==> src/hw/rtl/tiered_period_scheduler_defines.svh <==
// Assertion macros for the tiered period scheduler.
`ifndef TIERED_PERIOD_SCHEDULER_DEFINES_SVH
`define TIERED_PERIOD_SCHEDULER_DEFINES_SVH
`ifndef SYNTH
`define TPS_ASSERT(label, clk, rst, prop, msg) \
  label: assert property (@(posedge clk) disable iff (rst) prop) else $error(msg);
`define TPS_ASSERT_ALWAYS(label, clk, prop, msg) \
  label: assert property (@(posedge clk) prop) else $error(msg);
`else
`define TPS_ASSERT(label, clk, rst, prop, msg)
`define TPS_ASSERT_ALWAYS(label, clk, prop, msg)
`endif
`endif

==> src/hw/rtl/tps_pkg.sv <==
`default_nettype none
package tps_pkg;
  localparam logic [2:0] KIND_TICK = 3'd0;
  localparam logic [2:0] KIND_ADD = 3'd1;
  localparam logic [2:0] KIND_RETIER = 3'd2;
  localparam logic [2:0] KIND_REMOVE = 3'd3;
  localparam logic [2:0] KIND_CLEAR = 3'd4;
  localparam logic [2:0] KIND_QUERY = 3'd5;
  localparam logic [2:0] KIND_MARK = 3'd6;

  localparam logic [1:0] ERR_OK = 2'd0;
  localparam logic [1:0] ERR_TIER = 2'd1;
  localparam logic [1:0] ERR_KEY = 2'd2;

  localparam int RESULT_CAP = 32;

  // Operation a cell applies when the edit token reaches it.
  localparam logic [2:0] OP_NONE = 3'd0;
  localparam logic [2:0] OP_PLACE = 3'd1;
  localparam logic [2:0] OP_DROP = 3'd2;
  localparam logic [2:0] OP_STAMP = 3'd3;
  localparam logic [2:0] OP_CLEAR = 3'd4;
  localparam logic [2:0] OP_SCAN = 3'd5;
  localparam logic [2:0] OP_PEEK = 3'd6;

  typedef struct packed {
    logic       live;
    logic [2:0] op;
    logic [5:0] key;
    logic [2:0] tier;
    logic       cap;
  } tok_t;
endpackage
`default_nettype wire

==> src/hw/rtl/tps_cell.sv <==
`default_nettype none
module tps_cell #(
  parameter int INDEX = 0,
  parameter int NUM_TIERS = 4,
  parameter int TICK_BITS = 32,
  parameter int TW = 2
) (
  input  wire                   clk,
  input  wire                   rst,
  input  tps_pkg::tok_t         tok,
  input  wire  [TICK_BITS-1:0]  tick_count,
  input  wire  [TICK_BITS-1:0]  period,
  output logic [TW-1:0]         tier,
  output logic                  present,
  output logic [TICK_BITS-1:0]  since,
  output logic                  due
);
  logic [TICK_BITS-1:0] stamp;
  logic                 hit;

  assign hit = tok.live && (tok.key == 6'(INDEX));
  assign since = tick_count - stamp;
  assign due = present && (tier != TW'(NUM_TIERS - 1)) && (since >= period);

  always_ff @(posedge clk) begin
    if (rst) begin
      present <= 1'b0;
      tier <= '0;
      stamp <= '0;
    end else if (tok.live && tok.op == tps_pkg::OP_CLEAR) begin
      present <= 1'b0;
      tier <= '0;
      stamp <= '0;
    end else if (hit) begin
      case (tok.op)
        tps_pkg::OP_PLACE: begin
          present <= 1'b1;
          tier <= TW'(tok.tier);
          stamp <= tick_count;
        end
        tps_pkg::OP_DROP: begin
          present <= 1'b0;
          tier <= '0;
          stamp <= '0;
        end
        tps_pkg::OP_STAMP: stamp <= tick_count;
        tps_pkg::OP_SCAN: if (due && !tok.cap) stamp <= tick_count;
        default: ;
      endcase
    end
  end
endmodule
`default_nettype wire

==> config.mk <==
export PLATFORM = sky130hd
export DESIGN_NAME = tps_cell
export DESIGN_NICKNAME = d
export VERILOG_FILES = /design/src/hw/rtl/tiered_period_scheduler_defines.svh /design/src/hw/rtl/tps_pkg.sv /design/src/hw/rtl/tps_cell.sv
export SDC_FILE = /design/constraint.sdc
export NUM_CORES = 1
export LEC_CHECK = 0
export ABC_AREA = 1
export BUFFER_PORTS_ARGS = -buffer_cell sky130_fd_sc_hd__buf_2
export CAP_MARGIN = 20
export CORE_MARGIN = 1
export CORE_UTILIZATION = 35
export DETAILED_ROUTE_END_ITERATION = 7
export PLACE_DENSITY_LB_ADDON = 0.12
export SYNTH_ARGS = -nofsm -noshare
export SYNTH_HDL_FRONTEND = slang
export SYNTH_SLANG_ARGS = --single-unit
==> constraint.sdc <==
create_clock -name clk -period 15.1 [get_ports clk]
set_clock_uncertainty 0.05 [all_clocks]
set_input_delay 3.775 -clock clk [delete_from_list [all_inputs] [get_ports clk]]
set_output_delay 3.775 -clock clk [all_outputs]
set_load 0.02 [all_outputs]
==> results of run 1 <==
==> routing by layer <==
metal | wire length, um | global-route usage | vias to the layer above
met1 | 6060 | 0.264 | 1937
met4 | 105 | 0.0421 | 0
met3 | 450 | 0.0171 | 6
met5 | 0 | 0 | -
li1 | - | - | 2450
met2 | 5010 | 0.308 | 101
==> worst paths after layout <==
check	from	endpoint
max	tick_count[0]	due
min	present	present
max reg2reg	stamp[2]	stamp[29]
min reg2reg	present	present
==> power groups by stage <==
stage | Combinational, mW | Clock, mW | Sequential [mW]
floorplan | 0.0879 | 0 | 0.0946
global placement | 0.128 | 0 | 0.0946
detailed placement | 0.130 | 0 | 0.0946
CTS | 0.131 | 0.125 | 0.0926
global route | 0.147 | 0.127 | 0.0926
finish | 0.130 | 0.120 | 0.0926
==> cell type report <==
type                       count  area share
multi-input combinational    534       0.588
sequential                    35       0.135
timing repair buffer         116       0.113
inverter                     123      0.0892
tap                          168      0.0406
clock buffer                   6      0.0268
clock inverter                 2     0.00677
==> kinds of logic (layout without fill, tap and decap cells) <==
logic type      after synthesis  in the layout  share of synthesized area
compound gates              107            107                      0.141
xor+xnor                     30             30                     0.0606
fa+ha+maj                    64             64                      0.186
buf+inv                     137            247                      0.138
flops                        35             35                      0.162
simple gates                333            333                      0.312
==> cell usage in the layout (no fill, tap or decap), types with 7 or more instances in the layout <==
| master | netlist | final |
|---|---|---|
| a21oi_1 | 61 | 61 |
| buf_2 | 3 | 114 |
| dfxtp_1 | 35 | 35 |
| ha_1 | 63 | 63 |
| inv_1 | 123 | 123 |
| nand2_1 | 167 | 167 |
| nand3_1 | 25 | 25 |
| nand4_1 | 7 | 7 |
| nor2_1 | 116 | 116 |
| nor3_1 | 7 | 7 |
| o21ai_0 | 17 | 17 |
| xnor2_1 | 7 | 7 |
| xor2_1 | 23 | 23 |
==> registers in the layout (all words and copies together) (netlist names) <==
signal and flops:
present 1, stamp 32, tier 2
==> worst max-delay path, cell delays in order <==
cell and delay [ps]:
buf_2 100, inv_1 60, ha_1 140, inv_1 60, fa_1 410, nand3_1 100
nand2_1 120, nand3_1 90, nand2_1 100, nand2_1 70, nand2_1 110, a21oi_1 300
inv_1 70, nand2_1 70, nand2_1 60, xor2_1 150, ha_1 280, nand2_1 50
nor2_1 140, nand4_1 130, a21oi_1 140, nor2_1 120, a21boi_0 210, buf_2 200
==> out/qor.txt, run 1 <==
Fin. Hold Viols -> 0
Clk pwr share -> 0.351
Count leader, synth -> nand2_1
Vias -> 4,494
Warnings, synthesis -> 0
DRC viols -> 0
# setup viols final -> 0
Wire per inst -> 11.8 um
Core Area -> 0.0121 mm2
GRT overflow -> 0
Peak VDD IR -> 0.0000452 V
Cell-internal power -> 223 uW
Unique masters post-synth -> 39
Sw Ratio -> 0.350
Starting Density -> 0.359
Fin cells -> 984
Via density -> 4.57
Worst Path Arrival -> 7050 ps
Hold depth -> 2
Die width -> 113 um
Setup repair bufs after CTS -> 0
CP max FO -> 4
Die Span Y -> 113 um
GRT Total Usage -> 0.187
Antenna cells -> 0
Reg clk slew, reported paths -> 50 ps
Total CTS buffers -> 5
Period utilization -> 0.720
Syn Nets -> 850
Layout Utilization -> 0.429
Final net count -> 959
IO Pins -> 116
Drt pass-1 iters -> 4
Sw Pwr -> 120 uW
Status -> finished, final reports clean
Max_slew headroom -> 0.348
Post-route setup slack -> 4220 ps
Post-route cell area -> 0.00518 mm2
Post-synth top cells -> 167 x nand2_1, 123 x inv_1, 116 x nor2_1, 63 x ha_1, 61 x a21oi_1
CTS tree -> yes
Seq/Total Area, Yosys -> 0.162
Detailed Place HPWL -> 9.71 mm
Sequential Power Share -> 0.270
Input/output buffers -> 114
Top cells by area, synth -> ha_1 18%, dfxtp_1 16%, nand2_1 14%
#FFs+latches synth -> 35
R2r setup slk -> 10,580 ps
Mean Syn Cell Area -> 6.14 um2
Number of enable flip-flop cells after synthesis -> 0
Pwr Density -> 66.2 mW/mm2
Final max-slew violation count -> 0
Post-Place Cells -> 976
Crit Path Class -> in2out
Register Area -> 701 um2
Static Leakage -> 2.77 nW
HP Class -> reg2reg
Layout cells sized above 1 -> 0.164
Final ANT Viol Nets -> 0
Worst slew pin tran -> 978 ps
Gate power share -> 0.379
Max Cap Violations -> 0
Clk root buf -> clkbuf_16
Clock latency on the worst-skew pair -> 280 ps
Clock Tree Buf Depth -> 2
Area Growth Syn to Fin -> 19.4%
Row count -> 40
Most common flop cell mapped by yosys -> dfxtp_1
Die footprint -> 0.0128 mm2
Total Power -> 343 uW
Post_cts resized -> 0
Multi-input gate area -> 0.00304 mm2
Tmin final -> 10,880 ps
Vias in the first global route -> 4,109
Startpoint types -> input pin
Final Wtd Congestion -> 0.873
Setup TNS -> 0 ps
Ys async rst share -> 0
WL final -> 11.6 mm
Initial DRC count -> 150
CTS Sinks -> 35
Synthesized cell area -> 0.00434 mm2
FF-to-FF path depth -> 23
DP Area -> 0.00500 mm2
Post-Synthesis Cells -> 706
Fmax -> 0.0919 GHz
Pre-CTS setup slack -> 4190 ps
Post-synth top area cell -> ha_1
RSZ-0062 raised after global routing -> no
# H-tree levels -> 2
Fill cells -> 1,301
WHS -> 421 ps
Largest net degree at the start of global routing -> 37
Global-route wire length before repair -> 19.3 mm
Initial antenna violation count -> 0
Worst Path Required -> 11,280 ps
Area share of the largest cell type after synthesis -> 0.182
Setup crit end kind -> primary output
Cts hold-fix bufs -> 0
Note: power is estimated with default switching activity, not from simulation.
==> inputs of run 2 (changes only) <==
Clock period 15.1 ns to 10.95 ns, I/O delays scaled along.
==> run 2 against run 1 <==
Core utilization down 0.25 points. Global-route usage down 0.50 points. Critical path depth stayed put. Sequential share of layout area increased by 0.079 points. Cell count down 0.10%. Sequential power up 38%. Combinational power grew 38%. Non-clock buffer count did not move. Power grew 31%. Highest routed layer unchanged.
==> out/qor.txt, run 2 (same netlist as run 1, synthesis figures left out) <==
Most common cell after layout, fill and taps aside -> nand2_1 (unchanged)
GRT Total Usage -> 0.182 (was 0.187)
Biggest regs -> stamp (32), tier (2), present (1) (unchanged)
Initial DRC count -> 157 (was 150)
CP peak stage delay -> 400 ps (was 410 ps)
Wire per inst -> 12.0 um (was 11.8 um)
Post-Place Cells -> 976 (unchanged)
Final Wtd Congestion -> 0.872 (was 0.873)
Die footprint -> 0.0128 mm2 (unchanged)
Setup repair bufs after CTS -> 0 (unchanged)
Most frequent cells in the layout -> 167 x nand2_1, 123 x inv_1, 116 x nor2_1, 114 x buf_2, 63 x ha_1 (unchanged)
Reg with most FFs -> stamp (unchanged)
Clock Tree Buf Depth -> 2 (unchanged)
Fin. Hold Viols -> 0 (unchanged)
Crit path top cell by count -> nand2_1 (unchanged)
DP Area -> 0.00500 mm2 (unchanged)
Largest net degree at the start of global routing -> 37 (unchanged)
Vias in the first global route -> 4,072 (was 4,109)
Detailed Place HPWL -> 9.84 mm (was 9.71 mm)
FF-to-FF path depth -> 23 (unchanged)
Buffers & Inverters on Critical Path -> 5 (unchanged)
Layout cells sized above 1 -> 0.163 (was 0.164)
Startpoint types -> input pin (unchanged)
CTS tree -> yes (unchanged)
Antenna cells -> 0 (unchanged)
Status -> finished, final reports clean (unchanged)
R2r setup slk -> 6420 ps (was 10,580 ps)
Period utilization -> 0.807
Setup TNS -> 0 ps (unchanged)
Post_cts resized -> 0 (unchanged)
Area Growth Syn to Fin -> 18.7% (was 19.4%)
Fin cells -> 983 (was 984)
Max reg flops -> 32 (unchanged)
Die width -> 113 um (unchanged)
Reg clk slew, reported paths -> 50 ps (about the same)
Starting Density -> 0.359 (unchanged)
Crit Path Class -> in2out (unchanged)
Die Span Y -> 113 um (unchanged)
Worst Path Arrival -> 6050 ps (was 7050 ps)
Worst Path Required -> 8160 ps (was 11,280 ps)
Row count -> 40 (unchanged)
Max Cap Violations -> 0 (unchanged)
DRC viols -> 0 (unchanged)
Global-route wire length before repair -> 18.9 mm (was 19.3 mm)
Crit-path slowest cell -> fa_1 (unchanged)
Vias -> 4,541 (was 4,494)
WHS -> 430 ps (was 421 ps)
GRT overflow -> 0 (unchanged)
Layout Utilization -> 0.427 (was 0.429)
Initial antenna violation count -> 0 (unchanged)
CP max FO -> 4 (unchanged)
Worst slew pin tran -> 1000 ps (was 978 ps)
IO Pins -> 116 (unchanged)
Peak VDD IR -> 0.0000562 V (was 0.0000452 V)
Post-route cell area -> 0.00515 mm2 (was 0.00518 mm2)
RSZ-0062 raised after global routing -> no (unchanged)
CP Cell Sequence -> buf_2 -> inv_1 -> ha_1 -> inv_1 -> fa_1 -> nand3_1 -> nand2_1 -> nand3_1 -> nand2_1 -> nand2_1 -> nand2_1 -> a21oi_1 -> inv_1 -> nand2_1 -> nand2_1 -> xor2_1 -> ha_1 -> nand2_1 -> nor2_1 -> nand4_1 -> a21oi_1 -> nor2_1 -> a21boi_0 -> buf_2 (unchanged)
Tmin final -> 8840 ps
Input/output buffers -> 114 (unchanged)
# H-tree levels -> 2 (unchanged)
WL final -> 11.8 mm (was 11.6 mm)
Final max-slew violation count -> 0 (unchanged)
Clock latency on the worst-skew pair -> 270 ps (was 280 ps)
WP depth -> 24 (unchanged)
Static Leakage -> 2.75 nW (was 2.77 nW)
CTS Sinks -> 35 (unchanged)
Clk root buf -> clkbuf_16 (unchanged)
Cts hold-fix bufs -> 0 (unchanged)
Final net count -> 959 (unchanged)
Total Power -> 447 uW (was 343 uW)
Setup crit end kind -> primary output (unchanged)
Final ANT Viol Nets -> 0 (unchanged)
Hold depth -> 2 (unchanged)
Pwr Density -> 86.9 mW/mm2 (was 66.2 mW/mm2)
Core Area -> 0.0121 mm2 (unchanged)
Fmax -> 0.113 GHz
Pre-CTS setup slack -> 2090 ps (was 4190 ps)
Drt pass-1 iters -> 4 (unchanged)
Via density -> 4.62 (was 4.57)
Total CTS buffers -> 5 (unchanged)
Max_slew headroom -> 0.332 (was 0.348)
Post-route setup slack -> 2110 ps (was 4220 ps)
HP Class -> reg2reg (unchanged)
Top cell family by delay on the critical path -> simple AND/OR/NAND/NOR gates (unchanged)
# setup viols final -> 0 (unchanged)
==> run 2: cell count changes in the layout (fill, tap and decap cells not counted), sizes merged <==
cell    change
bufinv      -1
==> run 2: worst reg2reg max path: stages (launching register included) <==
cell	delay (ps)
dfxtp_1	300
inv_1	50
ha_1	320
a21oi_1	160
nand2_1	140
a21boi_0	430
o21ai_0	220
nand2_1	100
nand2_1	80
a21oi_1	190
xnor2_1	190
ha_1	300
a21oi_1	150
o21ai_0	90
nand2_1	70
a21oi_1	60
nor2_1	280
nand2_1	120
nand3_2	80
nand2_2	340
nand2_4	470
nand2_1	110
nand2_1	80
nor2_1	40
==> run 2: path summary, 6_finish.rpt <==
check,to,start
min,stamp[12],stamp[12]
min reg2reg,stamp[12],stamp[12]
max reg2reg,stamp[27],stamp[2]
max,due,tick_count[0]
==> run 2: cell type report <==
class	instances	area [um2]
flip-flops and latches	35	701
clock inverters	1	5.00
fillers	1314	6920
inverters	123	462
well taps	168	210
repair buffers	116	586
multi-input cells	534	3040
clock buffers	6	139
==> run 2: routing by layer <==
layer,wire length [um],GRT usage,vias to the layer above,share of wire
li1,-,-,2452,-
met1,6140,0.253,1971,0.52
met2,5110,0.308,111,0.43
met3,459,0.0145,7,0.039
met4,99,0.0395,0,0.0084
met5,0,0,-,0
==> run 2: where the power goes <==
group / internal [mW] / switching (mW) / leakage [nW]
Clock: 0.0887 / 0.0516 / 0.0727
Sequential: 0.128 / 0.0000896 / 0.282
Combinational: 0.0665 / 0.113 / 2.40
==> inputs of run 3 (changes only) <==
Clock period 10.95 ns to 7.65 ns, I/O delays scaled along.
==> run 3 against run 2 <==
Power is 42% higher. Worst setup slack worse by 1600 ps. Cell area stayed put. Sequential share of layout area stayed put. Hold slack worse by 2.6 ps. Non-clock buffer count stayed put. Sequential power is 43% higher. Sequential cell count stayed put. Critical path depth stayed put. Largest power group unchanged.
==> out/qor.txt, run 3 (same netlist as run 1, synthesis figures left out) <==
Vias in the first global route -> 4,091 (was 4,072)
Largest net degree at the start of global routing -> 37 (unchanged)
Row count -> 40 (unchanged)
Clock Tree Buf Depth -> 2 (unchanged)
IO Pins -> 116 (unchanged)
CP max FO -> 4 (unchanged)
Post-route cell area -> 0.00515 mm2 (unchanged)
Total Power -> 637 uW (was 447 uW)
Setup crit end kind -> primary output (unchanged)
Drt pass-1 iters -> 5 (was 4)
Startpoint types -> input pin (unchanged)
Global-route wire length before repair -> 19.3 mm (was 18.9 mm)
Most common cell after layout, fill and taps aside -> nand2_1 (unchanged)
Fin. Hold Viols -> 0 (unchanged)
Area Growth Syn to Fin -> 18.7% (unchanged)
Worst Path Arrival -> 5160 ps (was 6050 ps)
Top cell family by delay on the critical path -> simple AND/OR/NAND/NOR gates (unchanged)
Period utilization -> 0.931
Reg clk slew, reported paths -> 50 ps (about the same)
Max_slew headroom -> 0.365 (was 0.332)
Biggest regs -> stamp (32), tier (2), present (1) (unchanged)
Final net count -> 959 (unchanged)
Crit-path slowest cell -> fa_1 (unchanged)
GRT Total Usage -> 0.187 (was 0.182)
Die footprint -> 0.0128 mm2 (unchanged)
CTS tree -> yes (unchanged)
Peak VDD IR -> 0.0000691 V (was 0.0000562 V)
Most frequent cells in the layout -> 167 x nand2_1, 123 x inv_1, 116 x nor2_1, 114 x buf_2, 63 x ha_1 (unchanged)
Tmin final -> 7120 ps
Pwr Density -> 124 mW/mm2 (was 86.9 mW/mm2)
Static Leakage -> 2.75 nW (unchanged)
Total CTS buffers -> 5 (unchanged)
Worst Path Required -> 5690 ps (was 8160 ps)
Vias -> 4,500 (was 4,541)
Antenna cells -> 0 (unchanged)
Post_cts resized -> 0 (unchanged)
CTS Sinks -> 35 (unchanged)
Multi-input gate area -> 0.00304 mm2 (unchanged)
Status -> finished, final reports clean (unchanged)
Setup TNS -> 0 ps (unchanged)
CP Cell Sequence -> buf_2 -> inv_1 -> ha_1 -> inv_1 -> fa_1 -> nand3_1 -> nand2_1 -> nand3_1 -> nand2_1 -> nand2_1 -> nand2_1 -> a21oi_1 -> inv_1 -> nand2_1 -> nand2_1 -> xor2_1 -> ha_1 -> nand2_1 -> nor2_1 -> nand4_1 -> a21oi_1 -> nor2_1 -> a21boi_0 -> buf_2 (unchanged)
Starting Density -> 0.359 (unchanged)
# setup viols final -> 0 (unchanged)
Final ANT Viol Nets -> 0 (unchanged)
Initial antenna violation count -> 0 (unchanged)
Reg with most FFs -> stamp (unchanged)
Worst slew pin tran -> 952 ps (was 1000 ps)
Buffers & Inverters on Critical Path -> 5 (unchanged)
Max reg flops -> 32 (unchanged)
Die width -> 113 um (unchanged)
Crit path top cell by count -> nand2_1 (unchanged)
Layout cells sized above 1 -> 0.163 (unchanged)
WL final -> 11.6 mm (was 11.8 mm)
# H-tree levels -> 2 (unchanged)
DP Area -> 0.00500 mm2 (unchanged)
Core Area -> 0.0121 mm2 (unchanged)
Cts hold-fix bufs -> 0 (unchanged)
Crit Path Class -> in2out (unchanged)
Max Cap Violations -> 0 (unchanged)
Clock latency on the worst-skew pair -> 270 ps (about the same)
Wire per inst -> 11.8 um (was 12.0 um)
Final Wtd Congestion -> 0.864 (was 0.872)
Final max-slew violation count -> 0 (unchanged)
Register Area -> 701 um2 (unchanged)
Input/output buffers -> 114 (unchanged)
Clk root buf -> clkbuf_16 (unchanged)
Via density -> 4.58 (was 4.62)
GRT overflow -> 0 (unchanged)
CP peak stage delay -> 410 ps (was 400 ps)
Setup repair bufs after CTS -> 0 (unchanged)
Fill cells -> 1,348 (was 1,314)
Detailed Place HPWL -> 9.81 mm (was 9.84 mm)
Die Span Y -> 113 um (unchanged)
DRC viols -> 0 (unchanged)
RSZ-0062 raised after global routing -> no (unchanged)
HP Class -> reg2reg (unchanged)
Initial DRC count -> 189 (was 157)
Fmax -> 0.140 GHz
==> run 3: through the flow <==
stage               hold WS (ps)  cells  worst slack, ps   util
global placement             411    976              546  0.415
global route                 450    983             73.6  0.427
finish                       428    983              531  0.427
detailed placement           418    976              529  0.415
floorplan                    402    706              785      -
CTS                          432    983              500  0.427
==> run 3: routing by layer <==
layer	global-route usage	up-vias	share of wire
met2	0.311	103	0.44
met4	0.0412	0	0.0062
met1	0.263	1942	0.52
met5	0	-	0
li1	-	2451	-
met3	0.0139	4	0.039
==> run 3: power by group <==
part,internal (mW),switching (mW)
Clock,0.127,0.0721
Sequential,0.183,0.000125
Combinational,0.0948,0.160
Total,0.404,0.232
==> run 3: path summary, 6_finish.rpt <==
| path | depth (start not counted) | endpoint | slack [ps] | startpoint |
|---|---|---|---|---|
| worst min register to register | 2 | stamp[25] | 430 | stamp[25] |
| worst max-delay path | 24 | due | 530 | tick_count[0] |
| worst min-delay path | 2 | stamp[25] | 430 | stamp[25] |
| worst max register to register | 26 | stamp[31] | 3180 | stamp[0] |
==> run 3: worst min-delay path, cell delays in order, from the launching register on <==
cell and delay (ps):
dfxtp_1 320, a21oi_1 40, nor2_1 80
==> run 3: area by class of cell <==
cell class	instances	share of cell area
clock inverters	1	0.000973
well taps	168	0.0408
inverters	123	0.0897
multi-input cells	534	0.592
repair buffers	116	0.114
clock buffers	6	0.0270
flip-flops and latches	35	0.136
